==> src/rtl/core/pqtp_pkg.sv <==
// Shared types, widths and codes for the port queue telemetry probe.
package pqtp_pkg;

   // field widths
   localparam int PORT_W   = 6;
   localparam int DEPTH_W  = 16;
   localparam int TIME_W   = 48;
   localparam int ETYPE_W  = 16;
   localparam int PROTO_W  = 8;
   localparam int UDP_W    = 16;
   localparam int SWID_W   = 32;
   localparam int PERIOD_W = 20;
   localparam int COUNT_W  = 7;
   localparam int CLASS_W  = 2;
   localparam int LIMIT_W  = 30;   // window length in us fits in 30 bits

   // configuration port
   localparam int CSR_IDX_W  = 2;
   localparam int CSR_DATA_W = 32;
   localparam logic [CSR_IDX_W-1:0] CSR_SWITCH_ID = 2'd0;
   localparam logic [CSR_IDX_W-1:0] CSR_PROBE_UDP = 2'd1;
   localparam logic [CSR_IDX_W-1:0] CSR_WINDOW_MS = 2'd2;

   localparam logic [SWID_W-1:0]   SWITCH_ID_RST = '0;
   localparam logic [UDP_W-1:0]    PROBE_UDP_RST = 16'd9999;
   localparam logic [PERIOD_W-1:0] WINDOW_MS_RST = 20'd100;

   // header constants
   localparam logic [ETYPE_W-1:0] ETHER_IPV4   = 16'd2048;
   localparam logic [PROTO_W-1:0] IP_PROTO_UDP = 8'd17;
   localparam logic [LIMIT_W-1:0] US_PER_MS    = 30'd1000;

   // packet classes
   localparam logic [CLASS_W-1:0] CLS_OTHER = 2'd0;
   localparam logic [CLASS_W-1:0] CLS_PROBE = 2'd1;
   localparam logic [CLASS_W-1:0] CLS_QUERY = 2'd2;
   localparam logic [CLASS_W-1:0] CLS_PATH  = 2'd3;

   // port table
   localparam int NUM_PORTS_DEF = 64;
   localparam int PORT_SPAN     = 64;   // ports an out_port field can name

   typedef struct packed {
      logic [PORT_W-1:0]  out_port;
      logic [DEPTH_W-1:0] queue_depth;
      logic [TIME_W-1:0]  time_us;
      logic [ETYPE_W-1:0] ether_type;
      logic [PROTO_W-1:0] ip_proto;
      logic [UDP_W-1:0]   udp_dst_port;
      logic [SWID_W-1:0]  header_switch_id;
   } req_word_type;

   typedef struct packed {
      logic [CLASS_W-1:0] packet_class;
      logic               stamp_id;
      logic               entry_valid;
      logic [PORT_W-1:0]  entry_port;
      logic [DEPTH_W-1:0] entry_max_depth;
      logic [COUNT_W-1:0] entry_count;
      logic               last;
   } rsp_word_type;

   // classifier verdict handed to the control logic
   typedef struct packed {
      logic [CLASS_W-1:0] cls;
      logic               stamp;
      logic               walk;    // unstamped probe: report every seen port
   } class_info_type;

   // one port table entry
   typedef struct packed {
      logic [TIME_W-1:0]  start;
      logic [DEPTH_W-1:0] max_depth;
   } port_entry_type;

endpackage

==> src/rtl/core/pqtp_classify.sv <==
// Packet classifier: probe / query / path trace decode and stamp request.
module pqtp_classify (
   input  pqtp_pkg::req_word_type      item,
   input  logic [pqtp_pkg::UDP_W-1:0]  probe_udp,
   output pqtp_pkg::class_info_type    info
);

   logic                           is_udp4;
   logic [pqtp_pkg::UDP_W:0]       port_probe;
   logic [pqtp_pkg::UDP_W:0]       port_query;
   logic [pqtp_pkg::UDP_W:0]       port_path;
   logic [pqtp_pkg::UDP_W:0]       udp_ext;
   logic [pqtp_pkg::CLASS_W-1:0]   cls;
   logic                           stamp;

   // query/path ports are formed one bit wider, no wrap
   assign port_probe = {1'b0, probe_udp};
   assign port_query = port_probe + 17'd1;
   assign port_path  = port_probe + 17'd2;
   assign udp_ext    = {1'b0, item.udp_dst_port};

   assign is_udp4 = (item.ether_type == pqtp_pkg::ETHER_IPV4) &&
                    (item.ip_proto == pqtp_pkg::IP_PROTO_UDP);

   always_comb begin
      cls = pqtp_pkg::CLS_OTHER;
      if (is_udp4) begin
         if (udp_ext == port_probe)      cls = pqtp_pkg::CLS_PROBE;
         else if (udp_ext == port_query) cls = pqtp_pkg::CLS_QUERY;
         else if (udp_ext == port_path)  cls = pqtp_pkg::CLS_PATH;
      end
      stamp = ((cls == pqtp_pkg::CLS_PROBE) || (cls == pqtp_pkg::CLS_QUERY)) &&
              (item.header_switch_id == '0);
   end

   assign info.cls   = cls;
   assign info.stamp = stamp;
   assign info.walk  = (cls == pqtp_pkg::CLS_PROBE) && stamp;

endmodule
==> config.mk <==
export PLATFORM = sky130hd
export DESIGN_NAME = pqtp_classify
export DESIGN_NICKNAME = d
export VERILOG_FILES = /design/src/rtl/core/pqtp_pkg.sv /design/src/rtl/core/pqtp_classify.sv
export SDC_FILE = /design/constraint.sdc
export NUM_CORES = 1
export LEC_CHECK = 0
export ABC_AREA = 1
export BUFFER_PORTS_ARGS = -buffer_cell sky130_fd_sc_hd__buf_4
export CAP_MARGIN = 20
export CORE_UTILIZATION = 31
export DETAILED_ROUTE_END_ITERATION = 10
export PLACE_DENSITY = 0.81
export SLEW_MARGIN = 20
export SYNTH_ARGS = -nofsm -noshare
export SYNTH_HDL_FRONTEND = slang
export SYNTH_SLANG_ARGS = --single-unit
==> constraint.sdc <==
create_clock -name vclk -period 2
set_input_delay 0.1 -clock vclk [all_inputs]
set_output_delay 0.1 -clock vclk [all_outputs]
set_load 0.005 [all_outputs]
Word-level counts from Yosys, hierarchy flattened
Index checks and enable logic that the tools add are counted.
Word-level totals
  register bits: 0
  latch bits: 0
  bits in writable memories: 0
  memory bits (read-only): 0
  input port bits: 158
  output and inout bits: 4
  memories kept: 0
Operators by class
  add/subtract/negate cells: 2
  $mul: 0
  div/mod/pow operators: 0
  magnitude comparators: 0
  equality and inequality tests: 7
  shift operators: 0
  multiplexer cells: 4
  bitwise operators: 0
  reductions and logical operators: 5
Operators with widths (count)
  16-bit by 17-bit equality test with 1-bit output: 2
  32-bit logical NOT: 1
  16-bit by 1-bit adder with 17-bit output (second input constant): 1
  16-bit by 2-bit adder with 17-bit output (second input constant): 1
  16-bit by 12-bit equality test with 1-bit output (second input constant): 1
  16-bit equality test: 1
  8-bit by 5-bit equality test with 1-bit output (second input constant): 1
  2-bit 2-to-1 mux: 4
  1-bit logical AND: 3
  2-bit by 1-bit equality test with 1-bit output (second input constant): 1
  2-bit equality test (second input constant): 1
  1-bit logical OR: 1

Longest topological paths before layout
Gate-level depths: netlist (run 1).
  word-level depth: 10
  gate-level depth with buffers: 19

Worst setup path before layout (run 1)
Ideal clock, no wire load.
  kind: input-to-output
  start point: input probe_udp[1] (netlist bit)
  end point: output info[0] (netlist bit)
  arrival: 1968 ps
  data required time: 1900 ps
  slack: -68 ps
  stages: 14
  path buffers: 0
  cell sequence: ha_1 > xor2_1 > nor2_1 > nand2_1 > nor2_1 > nand2_1 > nor2_1 > nand3_1 > a21oi_1 > ha_1 > nor2_1 > and2_1 > nand4_1 > nor3b_1
RTL lines
  start: declaration: RTL line pqtp_classify.sv:4  | input logic [pqtp_pkg::UDP_W-1:0] probe_udp,
  end: declaration: RTL line pqtp_classify.sv:5  | output pqtp_pkg::class_info_type info

==> results.yml, run 1 <==
worst_setup_path:
  crit_chain: "buf_12, ha_4, xor2_1, nor2_1, nand2_1, nor2_2, nand2_1, nor2_2, nand3_2, a21oi_2, ha_1, nor2_1, and2_1, nand4_1, nor3b_2, buf_4"
  cp-end-kind: "output port"
  worst_setup_path_start_kind: "input port"
  cp_num_buf_inv: 2
  critPathTopFamily: "simple AND/OR/NAND/NOR gates"
  slowest_stage: "ha_1"
  critPathKind: "input port to output port"
  critPathArrivalTime_ns: 2.19
  critPathRequiredTime_ns: 1.90
  cp_max_fo: 6
  slowest_delay_ns: 0.24
finish:
  nFlopsAndLatches: 0
  clock_buffers: 0
  fin_util: 0.625
  layout-drive-gt1-share: 0.397
  n_fill_cell: 408
  area_growth_pct: 92.3
  layout.nets: 582
  fin_cells: 468
  finalInstanceArea_um2: 2520
  diodes: 0
  register_area_um2: 0
  multi_input_area_um2: 1270
timing:
  max_freq_ghz: 0.437
  layout_setup_ws_ns: -0.288
  drv_slew: 0
  finalCritPeriodShare: 1.14
  slew_headroom: 0.775
  setup_viol: 2
  rsz0062_at_grt: "yes"
  period_needed_ns: 2.29
  hold_violations: 0
  tightest_slew_ns: 0.335
detailed_routing:
  avgViaCountPerCell: 4.71
  drt-initial-drc-count: 92
  post_drt_wl_per_cell_um: 10.5
  vias: 2205
  drc_errors: 0
  wirelength_um: 4930
  drtPass1Iterations: 5
  ant_nets: 0
power:
  p_leak_nw: 1.40
  power_density_nw_per_um2: 180
  finalPower_mw: 0.454
  irDropWorstVdd_v: 0.000110
floorplan:
  die_height_um: 67.0
  std_cell_rows: 23
  ios: 162
  die_area_um2: 4490
  core_um2: 4030
  start_util: 0.325
  die_w_um: 67.0
global_routing:
  grt_pass1_wl_um: 7600
  grt_usage: 0.215
  grt_max_degree: 9
  grt_overflow: 0
  antenna_found_initial: 0
  grt_pass1_vias: 1945
synthesis:
  syn_inst: 289
  synth_area_um2: 1310
  yosysWarnings: 0
  synth.top_cell.area_share: 0.352
  synth.distinct_cells: 23
  synth_area_leaders: "nand2_1, inv_1, nor2_1"
  syn_nets: 451
  synth_top_cell_by_area: "nand2_1"
  postSynthAreaPerCell_um2: 4.53
  ys_seq_area_frac: 0
place:
  dpl.hpwl_um: 4250
  gp_congestion: 0.932
  placed_area_um2: 2350
  place.port_buffers: 92
  dp.cells: 465
outcome:
  outcome: "complete, but fails checks"
  violations: "setup timing"
hold_path:
  hold_path_class: "input port to output port"
run:
  maxCapViolCount: 0
## cell families (layout without fill, tap and decap cells)
kind of cell	Yosys count	in the layout	share of synthesized area
adders and majority gates	4	4	0.0382
and+or+nand+nor	222	222	0.731
buffers and inverters	46	175	0.135
xor gates and xnor gates	10	10	0.0669
AOI/OAI and AO/OA	7	7	0.0296
## area by class of cell
type               count  area share
multi-input cells    243       0.505
well taps             50      0.0248
repair buffers       130       0.402
inverters             45      0.0681
## layer usage
| layer | wire, um | vias to the layer above | GRT usage |
|---|---|---|---|
| li1 | - | 1166 | - |
| met1 | 2000 | 929 | 0.255 |
| met2 | 2370 | 98 | 0.408 |
| met3 | 448 | 12 | 0.0154 |
| met4 | 116 | 0 | 0.0479 |
| met5 | 0 | - | 0 |
## through the flow
step,hold WS (ns),worst slack (ns),setup TNS (ns)
2_1_floorplan,0.357,0.0140,0
3_3_place_gp,0.574,-0.363,-0.703
3_5_place_dp,0.585,-0.438,-0.857
4_1_cts,0.589,-0.347,-0.640
5_1_grt,0.625,-0.581,-1.12
6_report,0.589,-0.288,-0.551
## report_power, final
part | total, mW | leakage [nW] | internal, mW | switching [mW]
sequential | 0 | 0 | 0 | 0
combinational | 0.454 | 1.40 | 0.250 | 0.205
clock | 0 | 0 | 0 | 0
total | 0.454 | 1.40 | 0.250 | 0.205
## worst paths after layout
kind	cells past startpoint	slack [ns]	from	endpoint
worst min-delay path	5	0.59	item[24]	info[0]
worst max-delay path	16	-0.29	probe_udp[2]	info[0]
## placed cells by master, fill, tap and decap left out, types with 5 or more instances in the layout
master / n
nand4_1: 9
inv_1: 40
nand3_1: 22
buf_4: 125
nor4_1: 11
nor2_1: 35
xor2_1: 7
nor2_4: 5
nand2_2: 8
nand2_1: 114
nor2_2: 6
## what timing repair did
action                     CTS  global route
setup buffers                2             1
pin swaps                   19            22
gates resized for setup     20            21
setup endpoints to repair    2             2
hold buffers                 0             0
## synth_stat cells
cell type,n
a21oi_1,3
a31oi_1,1
and2_0,2
and2_1,1
buf_4,1
ha_1,4
inv_1,44
inv_2,1
nand2_1,123
nand3_1,26
nand3b_1,1
nand4_1,9
nor2_1,41
nor2_2,3
nor2_4,2
nor3_1,1
nor3b_1,1
nor4_1,11
o21ai_0,2
o21bai_1,1
or2_2,1
xnor2_1,2
xor2_1,8
Power figures use the tool's default switching activity.
==> inputs of run 2 (changes only) <==
--- a/config.mk
+++ b/config.mk
@@ -11,6 +11,7 @@
 export CORE_UTILIZATION = 31
 export DETAILED_ROUTE_END_ITERATION = 10
 export PLACE_DENSITY = 0.81
+export SETUP_SLACK_MARGIN = 0.05
 export SLEW_MARGIN = 20
 export SYNTH_ARGS = -nofsm -noshare
 export SYNTH_HDL_FRONTEND = slang
==> constraint.sdc (replaced) <==
create_clock -name vclk -period 2
set_input_delay 0.1 -clock vclk [all_inputs]
set_output_delay 0.1 -clock vclk [all_outputs]
set_load 0.02 [all_outputs]
==> results.yml, run 2 (synthesis results as in run 1) <==
worst_setup_path:
  crit_chain: "buf_12, ha_4, xor2_2, nor2_1, nand2_1, nor2_1, nand2_1, nor2_2, nand3_2, nand2_1, nand2_1, ha_1, nor2_1, and2_1, nand4_1, nor3b_4, buf_6"
  cp_max_fo: 5
  critPathRequiredTime_ns: 1.90
  cp-end-kind: "output port"
  worst_setup_path_start_kind: "input port"
  cp_num_buf_inv: 2
  critPathArrivalTime_ns: 2.29
  critical_path.most_common_cell: "nand2_1"
  crit_start: "probe_udp[1]"
  slowest_delay_ns: 0.29
  slowest_stage: "ha_1"
  critPathTopFamily: "simple AND/OR/NAND/NOR gates"
  critPathKind: "input port to output port"
global_routing:
  grt_pass1_wl_um: 7870
  use_met3: 0.00514
  grt_max_degree: 9
  grt_overflow: 0
  grt_util_met1: 0.289
  grt_pass1_vias: 1942
  antenna_found_initial: 0
  met2_usage: 0.416
  top_usage_layer: "met2"
  grt_usage: 0.221
finish:
  final_common_cell: "buf_4"
  nFlopsAndLatches: 0
  clock_buffers: 0
  diodes: 0
  final_cell_mix: "buf_4, nand2_1, inv_1"
  register_area_um2: 0
  finalInstanceArea_um2: 2630
  layout.nets: 582
  layout-drive-gt1-share: 0.435
  area_growth_pct: 101
floorplan:
  die_w_um: 67.0
  start_util: 0.325
  std_cell_rows: 23
  core_um2: 4030
  die_height_um: 67.0
  ios: 162
  die_area_um2: 4490
detailed_routing:
  drc_errors: 0
  drtPass1Iterations: 4
  ant_nets: 0
  vias: 2245
  avgViaCountPerCell: 4.80
  drt-initial-drc-count: 108
  post_drt_wl_per_cell_um: 11.6
  wirelength_um: 5430
power:
  p_int_mw: 0.249
  power_frac_comb: 1.000
  finalPower_mw: 0.470
  irDropWorstVdd_v: 0.000118
  pwr-share-clk: 0
  seqPwrFrac: 0
  swShare: 0.471
  p_leak_nw: 1.44
  power_density_nw_per_um2: 179
  p_switching_mw: 0.222
timing:
  slew_headroom: 0.774
  finalCritPeriodShare: 1.19
  layout_setup_ws_ns: -0.387
  worst_hold_slack_ns: 0.610
  setup_viol: 2
  max_freq_ghz: 0.419
  rsz0062_at_grt: "yes"
  tightest_slew_ns: 0.337
  drv_slew: 0
  period_needed_ns: 2.39
  hold_violations: 0
outcome:
  violations: "setup timing"
  outcome: "complete, but fails checks"
hold_path:
  worstHoldStart: "item[29]"
  hold_path_class: "input port to output port"
  hold_end: "info[0]"
  holdPathStages: 5
place:
  place.port_buffers: 92
  gp_congestion: 0.899
  placed_area_um2: 2350
  dpl.hpwl_um: 4530
clock_tree:
  ctsHoldBuffers: 0
run:
  maxCapViolCount: 0
==> run 2: cell counts in the layout (fill, tap and decap cells not counted) <==
No cell type changed its count.
==> run 2: repair_timing <==
action / in CTS / in global routing
pin swaps: 14 / 27
buffers inserted: 6 / 2
gates resized for setup: 12 / 49
setup endpoints to repair: 2 / 4
==> run 2: how the worst max path moves through the flow <==
stage	to	slack [ns]	depth (start not counted)
finish	info[0]	-0.39	17
global route	info[0]	-0.61	18
CTS	info[0]	-0.41	17
detailed placement	info[0]	-0.54	19
global placement	info[0]	-0.45	20
floorplan	info[0]	-0.16	14
==> run 2: layout make-up <==
cell class                      instances  area, um2
Timing Repair Buffer                  130       1020
Inverter                               45        169
Fill cell                             381       1400
Tap cell                               50       62.6
Multi-Input combinational cell        243       1380
==> run 2: through the flow <==
stage / cells / setup TNS (ns) / worst slack, ns / utilization
after floorplan: 289 / -0.256 / -0.161 / -
after global placement: 460 / -0.814 / -0.450 / 0.583
after detailed placement: 460 / -0.984 / -0.544 / 0.583
after CTS: 466 / -0.737 / -0.406 / 0.608
after global routing: 468 / -1.10 / -0.607 / 0.653
final: 468 / -0.674 / -0.387 / 0.653
==> run 2: per-layer routing <==
metal  wire, um  up-vias
li1           -     1162
met1       2240      999
met2       2840       82
met3        348        2
met4          7        0
met5          0        -
==> run 2: power by group through the flow <==
stage                     sequential (mW)  combinational [mW]  clock [mW]
after floorplan                         0               0.166           0
after global placement                  0               0.404           0
after detailed placement                0               0.412           0
after CTS                               0               0.425           0
after global routing                    0               0.514           0
final                                   0               0.470           0
==> inputs of run 3 (changes only) <==
--- a/config.mk
+++ b/config.mk
@@ -5,10 +5,9 @@
 export SDC_FILE = /design/constraint.sdc
 export NUM_CORES = 1
 export LEC_CHECK = 0
-export ABC_AREA = 1
 export BUFFER_PORTS_ARGS = -buffer_cell sky130_fd_sc_hd__buf_4
 export CAP_MARGIN = 20
-export CORE_UTILIZATION = 31
+export CORE_UTILIZATION = 29
 export DETAILED_ROUTE_END_ITERATION = 10
 export PLACE_DENSITY = 0.81
 export SETUP_SLACK_MARGIN = 0.05
==> results.yml, run 3 <==
synthesis:
  yosysWarnings: 0
  synth_top_family_by_area: "simple AND/OR/NAND/NOR gates"
  synthMuxAreaShare: 0.0198
  synth_area_leaders: "xnor2_1, nor4_1, nand4_1"
  ys_seq_area_frac: 0
  synthXorXnorAreaFrac: 0.228
  synth_commonest_cells: "xnor2_1, nand2_1, nor4_1, nand4_1"
  syn_nets: 314
  yosys.area_share.simple: 0.439
  synth_area_um2: 1140
  synth_top_cell_by_area: "xnor2_1"
  synth_most_common_cell: "xnor2_1"
  synth.distinct_cells: 52
  syn_inst: 152
  synth_compound_area_frac: 0.219
  postSynthAreaPerCell_um2: 7.48
  synth.top_cell.area_share: 0.139
  synthAdderAreaFrac: 0.0440
floorplan:
  std_cell_rows: 22
  die_height_um: 64.6
  die_area_um2: 4180
  ios: 162
  start_util: 0.306
  core_um2: 3720
  die_w_um: 64.6
detailed_routing:
  ant_nets: 0
  drc_errors: 0
  avgViaCountPerCell: 5.53
  post_drt_wl_per_cell_um: 15.3
  drt-initial-drc-count: 51
  drtPass1Iterations: 4
  wirelength_um: 4960
  vias: 1793
worst_setup_path:
  critPathKind: "input port to output port"
  slowest_stage: "nor4_4"
  cp_max_fo: 5
  critPathRequiredTime_ns: 1.90
  worst_setup_path_start_kind: "input port"
  crit_start: "probe_udp[1]"
  slowest_delay_ns: 0.33
  setup.worst_path.end: "info[0]"
  critPathArrivalTime_ns: 2.59
  crit_chain: "buf_6, and3_1, buf_4, o31ai_1, nand3_2, nor4_4, o211ai_1, ha_1, nor4_2, nand4_1, nor3_2, and2_4, buf_6"
  cp-end-kind: "output port"
  critical_path.most_common_cell: "buf_6"
power:
  irDropWorstVdd_v: 0.000134
  finalPower_mw: 0.526
  p_leak_nw: 1.06
  power_density_nw_per_um2: 208
timing:
  layout_setup_ws_ns: -0.689
  slew_headroom: 0.686
  setup_viol: 2
  finalCritPeriodShare: 1.34
  tightest_slew_ns: 0.468
  period_needed_ns: 2.69
  rsz0062_at_grt: "yes"
  max_freq_ghz: 0.372
  fin_setup_tns_ns: -1.28
  drv_slew: 0
  hold_violations: 0
hold_path:
  worstHoldStart: "item[19]"
  hold_path_class: "input port to output port"
  holdPathStages: 4
global_routing:
  antenna_found_initial: 0
  grt_usage: 0.222
  grt_pass1_vias: 1687
  grt_max_degree: 8
  grt_overflow: 0
  grt_pass1_wl_um: 7460
finish:
  finalInstanceArea_um2: 2530
  final_common_cell: "buf_4"
  area_growth_pct: 122
  fin_cells: 324
  fin_util: 0.680
  final_cell_mix: "buf_4, nand4_1, xnor2_1"
  diodes: 0
  register_area_um2: 0
  nFlopsAndLatches: 0
  layout-drive-gt1-share: 0.659
  layout.nets: 440
  clock_buffers: 0
place:
  dpl.hpwl_um: 3880
  place.port_buffers: 92
  gp_congestion: 0.948
  placed_area_um2: 2190
  dp.cells: 317
outcome:
  outcome: "complete, but fails checks"
  violations: "setup timing"
clock_tree:
  ctsHoldBuffers: 0
run:
  maxCapViolCount: 0
run 3: cell types whose count changed after synthesis, moves of 3 or more:
cell and change:
a21oi_1 +3, buf_4 +3, inv_1 -41, nand2_1 -109, nand3_1 -20, nand4_1 +3, nor2_1 -35, nor2_2 -3
nor4b_1 +4, o21ai_0 +3, xnor2_1 +16, xnor2_2 +3
run 3: cells by family (layout without fill, tap and decap cells):
logic type,Yosys count,count (layout)
buf+inv,9,133
xor+xnor,27,27
simple gates,79,79
compound gates,31,31
fa+ha+maj,4,4
mux,2,2
run 3: worst min-delay path by stage:
stage	slack (ns)	to
after floorplan	0.46	info[2]
after global placement	0.57	info[1]
after detailed placement	0.57	info[1]
after CTS	0.57	info[1]
after global routing	0.59	info[1]
final	0.57	info[1]
run 3: worst max-delay path: cells and delay by family:
family,cells,cell delay (ns)
simple gates,7,1.37
compound gates,2,0.45
buf+inv,3,0.37
fa+ha+maj,1,0.30
run 3: final cells by class:
| cell class | instances | area (um2) |
|---|---|---|
| multi-input cells | 143 | 1380 |
| fillers | 297 | 1190 |
| repair buffers | 130 | 1070 |
| well taps | 48 | 60.1 |
| inverters | 3 | 11.3 |
run 3: timing repair:
action                                  CTS  global route
endpoints found under the hold margin     0             0
buffers inserted                          4             3
pin swaps                                15            11
endpoints found under the setup margin    4             4
cloned                                    0             0
resized for setup                        33            24
run 3: metal layers:
metal  up-vias  share of wire  track usage
met2       124           0.50        0.432
met5         -              0            0
li1        849              -            -
met1       810           0.35        0.240
met4         0          0.021       0.0667
met3        10           0.12       0.0352
run 3: power breakdown:
part | switching (mW) | internal (mW)
sequential | 0 | 0
combinational | 0.228 | 0.298
clock | 0 | 0
run 3: metrics by stage:
stage / worst slack [ns] / hold WS [ns]
2_1_floorplan: -0.439 / 0.465
3_3_place_gp: -0.761 / 0.569
3_5_place_dp: -0.862 / 0.573
4_1_cts: -0.676 / 0.574
5_1_grt: -0.879 / 0.588
6_report: -0.689 / 0.569
